`src/rtl/ascp_pkg.sv`:
```
// ----------------------------------------------------------------------------
// ascp_pkg
// Shared types and constants for the aged slot cache policy unit.
// ----------------------------------------------------------------------------
package ascp_pkg;

   localparam int SLOTS  = 6;
   localparam int IDX_W  = (SLOTS > 1) ? $clog2(SLOTS) : 1;
   localparam int OP_W   = 3;
   localparam int KEY_W  = 16;
   localparam int SEL_W  = 3;
   localparam int TAG_W  = 18;
   localparam int AGE_W  = 31;

   localparam logic [AGE_W-1:0] IDLE_AGE     = AGE_W'(32'h4000_0000);
   localparam logic [AGE_W-1:0] AGE_CEIL     = AGE_W'(32'h3FFF_FFFF);
   localparam logic [TAG_W-1:0] TAG_EMPTY    = TAG_W'(18'h3FFFE);
   localparam logic [TAG_W-1:0] TAG_RESERVED = TAG_W'(18'h3FFFF);

   localparam logic [OP_W-1:0] OP_TICK    = 3'd0;
   localparam logic [OP_W-1:0] OP_LOOKUP  = 3'd1;
   localparam logic [OP_W-1:0] OP_FILL    = 3'd2;
   localparam logic [OP_W-1:0] OP_ACQUIRE = 3'd3;
   localparam logic [OP_W-1:0] OP_RELEASE = 3'd4;

   typedef logic [TAG_W-1:0] tag_type;
   typedef logic [AGE_W-1:0] age_type;
   typedef logic [IDX_W-1:0] idx_type;

endpackage

```
`src/rtl/ascp_if.sv`:
```
// ----------------------------------------------------------------------------
// ascp_if
// Request and response channels of the aged slot cache policy unit.
// ----------------------------------------------------------------------------
interface ascp_req_if;
   logic                          valid;
   logic                          ready;
   logic [ascp_pkg::OP_W-1:0]     opcode;
   logic [ascp_pkg::KEY_W-1:0]    key;
   logic [ascp_pkg::SEL_W-1:0]    slot_sel;
   logic                          any_slot;

   modport source (output valid, opcode, key, slot_sel, any_slot, input ready);
   modport sink   (input valid, opcode, key, slot_sel, any_slot, output ready);
endinterface

interface ascp_rsp_if;
   logic                          valid;
   logic                          ready;
   logic                          hit;
   logic [ascp_pkg::SEL_W-1:0]    slot;
   logic                          found;

   modport source (output valid, hit, slot, found, input ready);
   modport sink   (input valid, hit, slot, found, output ready);
endinterface

```
`src/rtl/aged_slot_cache_policy_unit.sv`:
```
// ----------------------------------------------------------------------------
// aged_slot_cache_policy_unit
// Six-slot cache directory: tag match, age-based victim pick, slot locks.
// ----------------------------------------------------------------------------
//  channel   dir  handshake              payload
//  req_chan  in   valid/ready            opcode, key, slot_sel, any_slot
//  rsp_chan  out  valid/ready            hit, slot, found
//
//  One request per cycle sustained while rsp_chan does not stall; a request
//  passes through the input register, then the response register.
//  Directory state is read and updated in the cycle a request moves from
//  the input register to the response register, so requests apply in order.
//  Synchronous active-high reset empties all slots at the idle age, unlocked.
//  A stalled response holds the input register; req_chan.ready drops then if it holds a request.
// ----------------------------------------------------------------------------
module aged_slot_cache_policy_unit (
   input  logic       clock,
   input  logic       reset,
   ascp_req_if.sink   req_chan,
   ascp_rsp_if.source rsp_chan
);

   // input register
   logic                         in_valid_ff, in_valid_in;
   logic [ascp_pkg::OP_W-1:0]    op_ff;
   logic [ascp_pkg::KEY_W-1:0]   key_ff;
   logic [ascp_pkg::SEL_W-1:0]   sel_ff;
   logic                         any_ff;

   // directory state
   ascp_pkg::tag_type  tag_ff    [ascp_pkg::SLOTS];
   ascp_pkg::tag_type  tag_in    [ascp_pkg::SLOTS];
   ascp_pkg::age_type  age_ff    [ascp_pkg::SLOTS];
   ascp_pkg::age_type  age_in    [ascp_pkg::SLOTS];
   logic               locked_ff [ascp_pkg::SLOTS];
   logic               locked_in [ascp_pkg::SLOTS];

   // response register
   logic                         rsp_valid_ff, rsp_valid_in;
   logic                         hit_ff, hit_in;
   logic [ascp_pkg::SEL_W-1:0]   slot_ff, slot_in;
   logic                         found_ff, found_in;

   logic               req_fire;
   logic               advance;
   logic               match_ok;
   ascp_pkg::idx_type  match_idx;
   logic               pick_ok;
   ascp_pkg::idx_type  pick_idx;
   ascp_pkg::age_type  pick_age;
   logic               ignore_locks;
   logic               sel_ok;
   ascp_pkg::idx_type  sel_idx;
   ascp_pkg::tag_type  key_tag;

   assign advance         = in_valid_ff && (!rsp_valid_ff || rsp_chan.ready);
   assign req_chan.ready  = !in_valid_ff || advance;
   assign req_fire        = req_chan.valid && req_chan.ready;
   assign in_valid_in     = req_fire ? 1'b1 : (advance ? 1'b0 : in_valid_ff);

   assign key_tag      = ascp_pkg::TAG_W'(key_ff);
   assign sel_ok       = ({1'b0, sel_ff} < (ascp_pkg::SEL_W+1)'(ascp_pkg::SLOTS));
   assign sel_idx      = ascp_pkg::IDX_W'(sel_ff);
   assign ignore_locks = (op_ff == ascp_pkg::OP_LOOKUP) && any_ff;

   // first matching tag
   always_comb begin
      match_ok  = 1'b0;
      match_idx = '0;
      for (int i = ascp_pkg::SLOTS - 1; i >= 0; i--) begin
         if (tag_ff[i] == key_tag) begin
            match_ok  = 1'b1;
            match_idx = ascp_pkg::IDX_W'(i);
         end
      end
   end

   // oldest eligible slot, lowest index wins ties
   always_comb begin
      pick_ok  = 1'b0;
      pick_idx = '0;
      pick_age = '0;
      for (int i = 0; i < ascp_pkg::SLOTS; i++) begin
         if ((ignore_locks || !locked_ff[i]) && (!pick_ok || age_ff[i] > pick_age)) begin
            pick_ok  = 1'b1;
            pick_idx = ascp_pkg::IDX_W'(i);
            pick_age = age_ff[i];
         end
      end
   end

   // next state and response
   always_comb begin
      hit_in   = 1'b0;
      slot_in  = '0;
      found_in = 1'b0;
      for (int i = 0; i < ascp_pkg::SLOTS; i++) begin
         tag_in[i]    = tag_ff[i];
         age_in[i]    = age_ff[i];
         locked_in[i] = locked_ff[i];
      end
      case (op_ff)
         ascp_pkg::OP_TICK: begin
            for (int i = 0; i < ascp_pkg::SLOTS; i++) begin
               if (age_ff[i] < ascp_pkg::AGE_CEIL) begin
                  age_in[i] = age_ff[i] + 1'b1;
               end
            end
         end
         ascp_pkg::OP_LOOKUP: begin
            if (match_ok) begin
               hit_in   = 1'b1;
               found_in = 1'b1;
               slot_in  = ascp_pkg::SEL_W'(match_idx);
               for (int i = 0; i < ascp_pkg::SLOTS; i++) begin
                  if (match_idx == ascp_pkg::IDX_W'(i)) begin
                     age_in[i] = '0;
                  end
               end
            end else if (pick_ok) begin
               found_in = 1'b1;
               slot_in  = ascp_pkg::SEL_W'(pick_idx);
            end
         end
         ascp_pkg::OP_FILL: begin
            if (sel_ok) begin
               found_in = 1'b1;
               slot_in  = sel_ff;
               for (int i = 0; i < ascp_pkg::SLOTS; i++) begin
                  if (sel_idx == ascp_pkg::IDX_W'(i)) begin
                     tag_in[i] = key_tag;
                     age_in[i] = '0;
                  end
               end
            end
         end
         ascp_pkg::OP_ACQUIRE: begin
            if (pick_ok) begin
               found_in = 1'b1;
               slot_in  = ascp_pkg::SEL_W'(pick_idx);
               for (int i = 0; i < ascp_pkg::SLOTS; i++) begin
                  if (pick_idx == ascp_pkg::IDX_W'(i)) begin
                     tag_in[i]    = ascp_pkg::TAG_RESERVED;
                     age_in[i]    = ascp_pkg::IDLE_AGE;
                     locked_in[i] = 1'b1;
                  end
               end
            end
         end
         ascp_pkg::OP_RELEASE: begin
            if (sel_ok) begin
               found_in = 1'b1;
               slot_in  = sel_ff;
               for (int i = 0; i < ascp_pkg::SLOTS; i++) begin
                  if (sel_idx == ascp_pkg::IDX_W'(i)) begin
                     locked_in[i] = 1'b0;
                  end
               end
            end
         end
         default: begin
         end
      endcase
   end

   assign rsp_valid_in = advance ? 1'b1 : ((rsp_valid_ff && rsp_chan.ready) ? 1'b0 : rsp_valid_ff);

   always_ff @(posedge clock) begin
      if (reset) begin
         in_valid_ff  <= 1'b0;
         rsp_valid_ff <= 1'b0;
         for (int i = 0; i < ascp_pkg::SLOTS; i++) begin
            tag_ff[i]    <= ascp_pkg::TAG_EMPTY;
            age_ff[i]    <= ascp_pkg::IDLE_AGE;
            locked_ff[i] <= 1'b0;
         end
      end else begin
         in_valid_ff  <= in_valid_in;
         rsp_valid_ff <= rsp_valid_in;
         if (advance) begin
            for (int i = 0; i < ascp_pkg::SLOTS; i++) begin
               tag_ff[i]    <= tag_in[i];
               age_ff[i]    <= age_in[i];
               locked_ff[i] <= locked_in[i];
            end
         end
      end
   end

   always_ff @(posedge clock) begin
      if (req_fire) begin
         op_ff  <= req_chan.opcode;
         key_ff <= req_chan.key;
         sel_ff <= req_chan.slot_sel;
         any_ff <= req_chan.any_slot;
      end
      if (advance) begin
         hit_ff   <= hit_in;
         slot_ff  <= slot_in;
         found_ff <= found_in;
      end
   end

   assign rsp_chan.valid = rsp_valid_ff;
   assign rsp_chan.hit   = hit_ff;
   assign rsp_chan.slot  = slot_ff;
   assign rsp_chan.found = found_ff;

endmodule

```
`src/flat_wrapper.sv`:
```
// flat-port wrapper written by rule: the top's interface ports become plain ports
module aged_slot_cache_policy_unit_flat 
  (clock, reset, req_chan_valid, req_chan_opcode, req_chan_key, req_chan_slot_sel, req_chan_any_slot, req_chan_ready, rsp_chan_valid, rsp_chan_hit, rsp_chan_slot, rsp_chan_found, rsp_chan_ready);
  ascp_req_if req_chan_i ();
  ascp_rsp_if rsp_chan_i ();
  input  logic clock;
  input  logic reset;
  input wire logic [$bits(req_chan_i.valid)-1:0] req_chan_valid;
  input wire logic [$bits(req_chan_i.opcode)-1:0] req_chan_opcode;
  input wire logic [$bits(req_chan_i.key)-1:0] req_chan_key;
  input wire logic [$bits(req_chan_i.slot_sel)-1:0] req_chan_slot_sel;
  input wire logic [$bits(req_chan_i.any_slot)-1:0] req_chan_any_slot;
  output wire logic [$bits(req_chan_i.ready)-1:0] req_chan_ready;
  output wire logic [$bits(rsp_chan_i.valid)-1:0] rsp_chan_valid;
  output wire logic [$bits(rsp_chan_i.hit)-1:0] rsp_chan_hit;
  output wire logic [$bits(rsp_chan_i.slot)-1:0] rsp_chan_slot;
  output wire logic [$bits(rsp_chan_i.found)-1:0] rsp_chan_found;
  input wire logic [$bits(rsp_chan_i.ready)-1:0] rsp_chan_ready;
  assign req_chan_i.valid = req_chan_valid;
  assign req_chan_i.opcode = req_chan_opcode;
  assign req_chan_i.key = req_chan_key;
  assign req_chan_i.slot_sel = req_chan_slot_sel;
  assign req_chan_i.any_slot = req_chan_any_slot;
  assign req_chan_ready = req_chan_i.ready;
  assign rsp_chan_valid = rsp_chan_i.valid;
  assign rsp_chan_hit = rsp_chan_i.hit;
  assign rsp_chan_slot = rsp_chan_i.slot;
  assign rsp_chan_found = rsp_chan_i.found;
  assign rsp_chan_i.ready = rsp_chan_ready;
  aged_slot_cache_policy_unit u_core (.clock(clock), .reset(reset), .req_chan(req_chan_i), .rsp_chan(rsp_chan_i));
endmodule
```
`config.mk`:
```
export PLATFORM = sky130hd
export DESIGN_NAME = aged_slot_cache_policy_unit_flat
export DESIGN_NICKNAME = d
export VERILOG_FILES = /design/src/rtl/ascp_pkg.sv /design/src/rtl/ascp_if.sv /design/src/rtl/aged_slot_cache_policy_unit.sv /design/src/flat_wrapper.sv
export SDC_FILE = /design/constraint.sdc
export NUM_CORES = 1
export LEC_CHECK = 0
export ABC_CLOCK_PERIOD_IN_PS = 33200
export BUFFER_PORTS_ARGS = -buffer_cell sky130_fd_sc_hd__buf_2
export CORE_UTILIZATION = 50
export DETAILED_ROUTE_END_ITERATION = 10
export PLACE_DENSITY = 0.66
export SYNTH_ARGS = -nofsm -noshare
export SYNTH_HDL_FRONTEND = slang
export SYNTH_SLANG_ARGS = --single-unit
```
`constraint.sdc`:
```
create_clock -name clock -period 33.2 [get_ports clock]
set_clock_uncertainty 0.05 [all_clocks]
set_input_delay 4.98 -clock clock [delete_from_list [all_inputs] [get_ports clock]]
set_output_delay 4.98 -clock clock [all_outputs]
set_load 0.03 [all_outputs]
```
---- Word level (Yosys, flattened, before mapping) ----
Memories as Yosys holds them, arrays and structs flattened.
Index checks and enable logic that the tools add are counted.
cells by class
  add/subtract/negate cells ............... 6
  bitwise logic cells ..................... 18
  $lt $le $gt $ge ......................... 12
  reductions and logical operators ........ 42
  eq/ne operators ......................... 25
  muxes and demuxes ....................... 122
operators by type and width
  kind                                                  count
  2-to-1 mux 31 bit                                     35
  case mux 186 bit (4 select lines)                     1
  2-to-1 mux 186 bit                                    3
  2-to-1 mux 18 bit                                     18
  2-to-1 mux 108 bit                                    2
  case mux 108 bit (2 select lines)                     1
  adder 31 x 1 -> 31 bit, second input constant         6
  < comparator 31 x 30 -> 1 bit, second input constant  6
  greater-than comparator 31 bit                        5
  equality test 18 x 16 -> 1 bit                        6
  2-to-1 mux 1 bit                                      44
  2-to-1 mux 3 bit                                      11
  equality test 3 x 2 -> 1 bit, second input constant   8
  equality test 3 bit, second input constant            7
  bitwise OR 1 bit                                      18
  zero test 1 bit                                       13
  logical OR 1 bit                                      13
  equality test 3 x 1 -> 1 bit, second input constant   4
  zero test 3 bit                                       4
  2-to-1 mux 6 bit                                      2
  case mux 6 bit (2 select lines)                       1
  logical AND 1 bit                                     9
  case mux 3 bit (3 select lines)                       1
  2-to-1 mux 2 bit                                      2
  other kinds (4)                                       5
word-level totals
  register bits ........................... 30
  bits in writable memories ............... 300
  memories ................................ 3
  word-level logic and storage cells ...... 237
memories
  memory            depth  bits a word  rd ports  clocked after memory_dff  wr ports  RTL line                           text
  u_core.age_ff     6      31           6         0                         6         aged_slot_cache_policy_unit.sv:33  ascp_pkg::age_type age_ff [ascp_pkg::SLOTS];
  u_core.tag_ff     6      18           6         0                         6         aged_slot_cache_policy_unit.sv:31  ascp_pkg::tag_type tag_ff [ascp_pkg::SLOTS];
  u_core.locked_ff  6      1            6         0                         6         aged_slot_cache_policy_unit.sv:35  logic locked_ff [ascp_pkg::SLOTS];

---- Longest topological paths before layout ----
Gate-level depths: netlist of the first run.
  depth after elaboration ................. 29
  gate-level depth with buffers ........... 54
  mapped depth without buffers ............ 44

---- Least setup slack after synthesis of the first run ----
Ideal clock, no wire load.
  path kind ............................... flip-flop to flip-flop
  from .................................... register u_core.op_ff[1] (netlist name)
  to ...................................... memory u_core.age_ff[3][0] (netlist bit), enable pin
  required time ........................... 32.653 ns
  path buffers ............................ 9
  period minus slack after synthesis ...... 14.607 ns
  slack ................................... 18.593 ns
  arrival ................................. 14.060 ns
  cell stages (with the launch flop) ...... 52
  setup time .............................. 0.497 ns
  cell sequence ........................... edfxtp_1 -> nand4bb_1 -> clkbuf_1 -> nand2_1 -> clkbuf_1 -> nand2_1 -> ha_1 -> a211oi_1 -> nor2_1 -> o31a_1 -> o41a_1 -> o211ai_4 -> buf_6 -> mux2_2 -> ha_1 -> nand4_1 -> or4_1 -> o31ai_1 -> [... 16 more ...] -> ha_1 -> a211oi_1 -> nor2_1 -> o311ai_0 -> a21boi_0 -> o31a_1 -> nor2_1 -> clkbuf_1 -> mux2_2 -> ha_1 -> nand4_1 -> nor4_1 -> nand4_1 -> a2bb2oi_1 -> o31a_1 -> nor4_1 -> nor2_1 -> nor4_1
RTL lines
  what       RTL line
  to (decl)  aged_slot_cache_policy_unit.sv:33

==> results of run 1 <==
==> worst max-delay path, delay by kind of cell, from the launching register on <==
family / cells / cell delay (ns)
muxes: 2 / 0.87
DFF: 1 / 0.58
adders and majority gates: 5 / 1.62
AOI/OAI and AO/OA: 22 / 6.59
buffers and inverters: 4 / 2.00
and+or+nand+nor: 13 / 4.23
==> final cells by class <==
class | count | area [sq um]
inverter | 83 | 311.5
multi-input combinational | 1631 | 11100
clock inverter | 20 | 226.5
tap | 539 | 674.4
fill | 3625 | 18810
clock buffer | 47 | 994.7
timing repair buffer | 52 | 307.8
sequential | 324 | 9709
==> stage by stage <==
step / util, % / hold slack (ns)
floorplan: - / 0.4441
global placement: 52.45 / 0.4710
detailed placement: 52.45 / 0.4786
CTS: 55.35 / 0.4761
global route: 55.35 / 0.5088
finish: 55.35 / 0.4745
==> synth_stat cells, drive strengths merged (38+ instances only) <==
cell / count / area [sq um]
clkbuf: 54 / 202.7
mux2: 61 / 686.9
and3: 38 / 237.7
nand4: 71 / 444.2
a21oi: 102 / 510.5
nand2: 179 / 671.9
xnor2: 69 / 604.3
or3: 60 / 375.4
nor2: 267 / 1002
o21ai: 95 / 475.5
inv: 83 / 311.6
nand3: 79 / 395.4
ha: 161 / 2014
edfxtp: 322 / 9669
xor2: 180 / 1577
==> cell families after synthesis <==
kind of cell	after synthesis	share of synthesized area (%)
fa+ha+maj	161	9.380
xor+xnor	249	10.15
compound gates	299	8.594
buf+inv	171	3.525
mux	62	3.245
flops	324	45.21
simple gates	860	19.89
==> how the worst max path moves through the flow <==
stage / start / endpoint / slack [ns] / cells past startpoint
final: u_core.op_ff[1] / u_core.age_ff[2][5] / 16.77 / 46
after global routing: u_core.op_ff[1] / u_core.age_ff[2][5] / 15.72 / 46
after CTS: u_core.op_ff[1] / u_core.age_ff[2][5] / 17.06 / 46
after detailed placement: u_core.op_ff[1] / u_core.age_ff[0][3] / 17.13 / 46
after global placement: u_core.op_ff[1] / u_core.age_ff[0][3] / 17.62 / 46
after floorplan: u_core.op_ff[1] / u_core.age_ff[3][0] / 18.59 / 51
==> registers in the layout, indices dropped and copies added (netlist names) <==
name	flops
u_core.op_ff	3
u_core.tag_ff	102
u_core.in_valid_ff	1
u_core.age_ff	186
u_core.rsp_chan.hit	1
u_core.rsp_chan.slot	3
u_core.key_ff	16
u_core.sel_ff	3
u_core.locked_ff	6
u_core.any_ff	1
u_core.rsp_chan.found	1
u_core.rsp_chan.valid	1
==> power by group through the flow <==
stage / clock network [mW] / logic (mW) / registers [mW]
CTS: 0.425 / 0.347 / 0.521
finish: 0.417 / 0.353 / 0.522
global placement: 0 / 0.334 / 0.529
detailed placement: 0 / 0.345 / 0.530
floorplan: 0 / 0.258 / 0.514
global route: 0.437 / 0.390 / 0.526
==> routing by layer <==
| layer | routed length [um] | track usage (%) |
|---|---|---|
| met3 | 3425 | 4.253 |
| met5 | 0 | 0 |
| met1 | 24450 | 34.27 |
| met2 | 25270 | 40.63 |
| met4 | 1693 | 9.128 |
==> summary.md, run 1 <==
| Metric | Value |
|---|---|
| Iteration-0 DRC Markers | `about 1.3k` |
| CTS tree | `built` |
| Vias per inst | `around 6.0` |
| Reg2reg start | `u_core.op_ff[1]` |
| Hold Buf Count CTS | `0` |
| Final Setup Violations | `0` |
| Clock transition at path regs | `approximately 0.060 ns` |
| Max Cap Viol | `0` |
| Slowest cell on crit path | `o211ai_4` |
| Setup ws final | `about 17 ns` |
| Clk_lat worst skew | `between 0.5 and 0.6 ns` |
| Post-CTS sizing | `0` |
| DR vias | `16.12k` |
| Clock buffer depth | `3` |
| Unrepaired setup endpoints after global routing | `false` |
| # IOs | `34` |
| Nets | `between 2k and 2.5k` |
| EDFF count, synth | `~320` |
| Clock root buffer | `clkbuf_16` |
| Pin count of the biggest net entering global routing | `93` |
| Fmax | `between 0.06 and 0.07 GHz` |
| Detailed Route WL | `roughly 55 mm` |
| Switching power | `~0.43 mW` |
| Hold Crit Depth | `2` |
| Sw Ratio | `about a third` |
| Total Routing Usage GR | `25.24%` |
| TritonRoute pass-1 iters | `5` |
| Row count | `between 70 and 80` |
| Worst Tran Pin Value | `1.249 ns` |
| Crit-path max FO | `92` |
| Status | `finished clean` |
| Crit share post-route | `between 40% and 50%` |
| Initial antenna violation count | `0` |
| Layout Cells excl Fill | `2,696` |
| CTS Sinks | `324` |
| Most common cell after layout, fill and taps aside | `edfxtp_1` |
| R2r endpoint | `u_core.age_ff[2][5]` |
| WHS Endpoint | `u_core.rsp_chan.valid` |
| WL/cell | `roughly 20 um` |
| First-pass GRT wire length | `just under 90 mm` |
| Placed inst area | `approximately 22,000 sq um` |
| Mapped Avg Cell Area | `around 10 sq um` |
| Share of cells above drive strength 1 | `just under 9%` |
| FF-to-FF path depth | `46` |
| Syn. warnings | `0` |
| Tot Pwr | `about 1.3 mW` |
| Seq pwr share | `between 40% and 50%` |
| R2R Setup Slk | `approximately 17 ns` |
| Final std cell area, no fill | `23,320 sq um` |
| CP dominant cell by count | `a21oi_1` |
| Register bit count reported by yosys | `around 320` |
| Cell Area, Synth | `between 20,000 and 25,000 sq um` |
| Setup Fix Bufs, Post-CTS | `0` |
| Post-synth top flop | `edfxtp_1` |
| CP Launch Type | `flip-flop` |
| Initial Utilization | `slightly above 50%` |
| Gate power share | `27.3%` |
| Core ar. | `between 40,000 and 50,000 sq um` |
| Setup CP Type | `reg2reg` |
| Min Tclk post-route | `16.43 ns` |
| Hold crit path type | `reg2reg` |
| Lkg Pwr | `slightly above 8 nW` |
| DRC viols | `0` |
| Die Y | `209.2 um` |
| GP Congestion | `between 0.9 and 1` |
| Area Overhead vs Synth | `8.588%` |
| Max transition margin | `16.34%` |
| Critical Path Sink Type | `flip-flop` |
| Final ANT Viol Nets | `0` |
| Max IR drop VDD | `around 0.053 mV` |
| Crit path largest cell delay | `between 1 and 1.5 ns` |
| Cts bufs inserted | `38` |
| Antenna Cells | `0` |
| Cell Pwr Density | `roughly 55 nW/um^2` |
| CTS H-Tree Depth | `2` |
| Cells after DPL | `2,629` |
| Arrival time worst endpoint | `~17 ns` |
| Hold Startpoint | `u_core.in_valid_ff` |
| Commonest non-fill, non-tap cells in the layout | `edfxtp_1 (322), nor2_1 (264), xor2_1 (180), nand2_1 (179), ha_1 (161)` |
| Fin. max-slew vios | `0` |
| DPL Wire Length | `39.43 mm` |
| WP data required | `roughly 33 ns` |
| Pint | `a little under 0.9 mW` |
| Hold Fails Final Rpt | `0` |
| FFs w/ async S/R, synth | `0%` |
| Vias in the first global route | `approximately 16k` |
| Synth Net Count | `between 2k and 2.5k` |
| PortBufs | `33` |
| Mapped Cells | `about 2.1k` |
| Setup TNS | `0 ns` |
| Clock Power Share | `about 32%` |
| Grt total ovfl | `0` |
| Yosys cell types | `75` |
| Chip width | `~210 um` |
| Post-place setup slack | `around 17 ns` |
| Die area | `about 44,000 sq um` |
| Sequential area share after synthesis | `approximately 45%` |
No activity file was read; power rests on OpenSTA's default activity.
==> inputs of run 2 (changes only) <==
--- a/config.mk
+++ b/config.mk
@@ -5,11 +5,11 @@
 export SDC_FILE = /design/constraint.sdc
 export NUM_CORES = 1
 export LEC_CHECK = 0
-export ABC_CLOCK_PERIOD_IN_PS = 33200
+export ABC_CLOCK_PERIOD_IN_PS = 13800
 export BUFFER_PORTS_ARGS = -buffer_cell sky130_fd_sc_hd__buf_2
 export CORE_UTILIZATION = 50
 export DETAILED_ROUTE_END_ITERATION = 10
-export PLACE_DENSITY = 0.66
+export PLACE_DENSITY = 0.68
 export SYNTH_ARGS = -nofsm -noshare
 export SYNTH_HDL_FRONTEND = slang
 export SYNTH_SLANG_ARGS = --single-unit
==> constraint.sdc (replaced) <==
create_clock -name clock -period 13.8 [get_ports clock]
set_clock_uncertainty 0.05 [all_clocks]
set_input_delay 2.07 -clock clock [delete_from_list [all_inputs] [get_ports clock]]
set_output_delay 2.07 -clock clock [all_outputs]
set_load 0.03 [all_outputs]
==> summary.md, run 2 (same netlist as run 1, synthesis figures left out) <==
| Metric | Value |
|---|---|
| Status | `finished clean (unchanged)` |
| CP Launch Type | `flip-flop (unchanged)` |
| Row count | `75 (unchanged)` |
| Largest register FFs | `186 (unchanged)` |
| Antenna Cells | `0 (unchanged)` |
| Crit-path max FO | `65 (was 92)` |
| Die area | `43,780 sq um (unchanged)` |
| Setup CP Type | `reg2reg (unchanged)` |
| Initial antenna violation count | `0 (unchanged)` |
| CTS Sinks | `324 (unchanged)` |
| CTS H-Tree Depth | `2 (unchanged)` |
| WP data required | `13.97 ns (was 33.33 ns)` |
| Cell Pwr Density | `131.1 nW/um^2 (was 55.38 nW/um^2)` |
| Crit path max-delay family | `compound AO/OA/AOI/OAI gates (unchanged)` |
| Commonest non-fill, non-tap cells in the layout | `edfxtp_1 (322), nor2_1 (264), xor2_1 (180), nand2_1 (179), ha_1 (161) (unchanged)` |
| Initial Utilization | `50.97% (unchanged)` |
| Max transition margin | `24.35% (was 16.34%)` |
| TritonRoute pass-1 iters | `6 (was 5)` |
| Fill count | `3,655 (was 3,625)` |
| Clk_lat worst skew | `0.59 ns (about the same)` |
| Layout Cells excl Fill | `2,715 (was 2,696)` |
| Top Registers | `u_core.age_ff (186), u_core.tag_ff (102), u_core.key_ff (16) (unchanged)` |
| Crit path largest cell delay | `0.63 ns (was 1.01 ns)` |
| Detailed Route WL | `54.40 mm (was 54.84 mm)` |
| Clock transition at path regs | `0.06 ns (about the same)` |
| DR vias | `16.16k (was 16.12k)` |
| CP Buf/Inv Count | `7 (was 4)` |
| Cells after DPL | `2,643 (was 2,629)` |
| WHS | `0.4821 ns (was 0.4745 ns)` |
| Fmax | `0.07562 GHz (was 0.06087 GHz)` |
| First-pass GRT wire length | `85.87 mm (was 86.68 mm)` |
| CP dominant cell by count | `ha_1 (was a21oi_1)` |
| Share of cells above drive strength 1 | `10.06% (was 8.762%)` |
| Setup TNS | `0 ns (unchanged)` |
| Pin count of the biggest net entering global routing | `92 (was 93)` |
| Util after Layout | `55.79% (was 55.35%)` |
| Clock buffer depth | `3 (unchanged)` |
| Vias in the first global route | `15.61k (was 15.89k)` |
| Most common cell after layout, fill and taps aside | `edfxtp_1 (unchanged)` |
| DRC viols | `0 (unchanged)` |
| Tot Pwr | `3.083 mW (was 1.292 mW)` |
| Total Routing Usage GR | `25.00% (was 25.24%)` |
| GP Congestion | `0.9104 (was 0.9596)` |
| Arrival time worst endpoint | `13.39 ns (was 16.56 ns)` |
| Top reg by flops | `u_core.age_ff (unchanged)` |
| Hold Fails Final Rpt | `0 (unchanged)` |
| Hold Buf Count CTS | `0 (unchanged)` |
| Clock root buffer | `clkbuf_16 (unchanged)` |
| Core ar. | `42,130 sq um (unchanged)` |
| CTS tree | `built (unchanged)` |
| DPL Wire Length | `39.35 mm (was 39.43 mm)` |
| Grt total ovfl | `0 (unchanged)` |
| Area Overhead vs Synth | `9.461% (was 8.588%)` |
| Die Y | `209.2 um (unchanged)` |
| Sequential cell area | `9709 sq um (unchanged)` |
| Fin. max-slew vios | `0 (unchanged)` |
| Crit share post-route | `95.82% (was 49.48%)` |
| Nets | `2,338 (was 2,318)` |
| Min Tclk post-route | `13.22 ns (was 16.43 ns)` |
| Hold crit path type | `reg2reg (unchanged)` |
| Iteration-0 DRC Markers | `1,370 (was 1,311)` |
| Cts bufs inserted | `37 (was 38)` |
| Max IR drop VDD | `0.1090 mV (was 0.05304 mV)` |
| Slowest cell on crit path | `or4_1 (was o211ai_4)` |
| WL/cell | `20.04 um (was 20.34 um)` |
| Vias per inst | `5.951 (was 5.980)` |
| Critical Path Sink Type | `flip-flop (unchanged)` |
| Chip width | `209.2 um (unchanged)` |
| # IOs | `34 (unchanged)` |
| PortBufs | `33 (unchanged)` |
| Final Setup Violations | `0 (unchanged)` |
| Max Cap Viol | `0 (unchanged)` |
| Multi-input gate area | `11,140 sq um (was 11,100 sq um)` |
| Final ANT Viol Nets | `0 (unchanged)` |
| Worst Tran Pin Value | `1.135 ns (was 1.249 ns)` |
| Lkg Pwr | `8.421 nW (was 8.311 nW)` |
==> run 2: changes by cell type in the layout (fill, tap and decap cells not counted), moves of 2 or more <==
cell and delta:
clkbuf_1 -5, buf_6 +4, clkinv_1 -3, buf_4 +11, clkinv_2 +8, buf_12 +3, clkinvlp_4 +2, bufinv_16 -2
nor4_1 -2, nor4_4 +2
==> run 2: final timing paths <==
path                      startpoint               endpoint  slack [ns]  cells past startpoint
hold reg to reg   u_core.in_valid_ff  u_core.rsp_chan.valid        0.48                      2
hold / removal    u_core.in_valid_ff  u_core.rsp_chan.valid        0.48                      2
setup / recovery     u_core.op_ff[1]    u_core.age_ff[1][6]        0.58                     49
setup reg to reg     u_core.op_ff[1]    u_core.age_ff[1][6]        0.58                     49
==> run 2: cell type report <==
type | instances | share of cell area (%)
inverter | 83 | 1.325
clock buffer | 40 | 3.987
clock inverter | 25 | 0.8782
sequential | 324 | 41.30
timing repair buffer | 72 | 2.230
tap | 539 | 2.869
multi-input combinational | 1632 | 47.41
==> run 2: timing repair <==
action,4_1_cts,5_1_grt
gates resized for setup,0,20
setup endpoints to repair,0,292
buffers inserted,0,6
==> run 2: metal layers <==
layer,track usage [%],part of all wire (%),vias up
li1,-,-,7775
met4,8.469,3.0,0
met1,34.73,46,7822
met2,40.00,46,461
met3,3.712,5.6,98
met5,0,0,-
==> run 2: report_power, final <==
part | internal [mW] | total [mW] | switching, mW
Clock | 0.517 | 0.946 | 0.428
Sequential | 1.16 | 1.26 | 0.0930
Combinational | 0.369 | 0.882 | 0.513
==> run 2: metrics by stage <==
step | setup WS, ns | cell area [sq um]
after floorplan | 0.3621 | 21480
after global placement | 0.2884 | 22240
after detailed placement | 0.08026 | 22240
after CTS | 0.04546 | 23380
after global routing | -0.02635 | 23510
final | 0.5762 | 23510
==> run 2: worst min-delay path, cell delays in order (launching register included) <==
cell	delay, ns
dfxtp_1	0.34
nor2_1	0.11
nor2_1	0.04
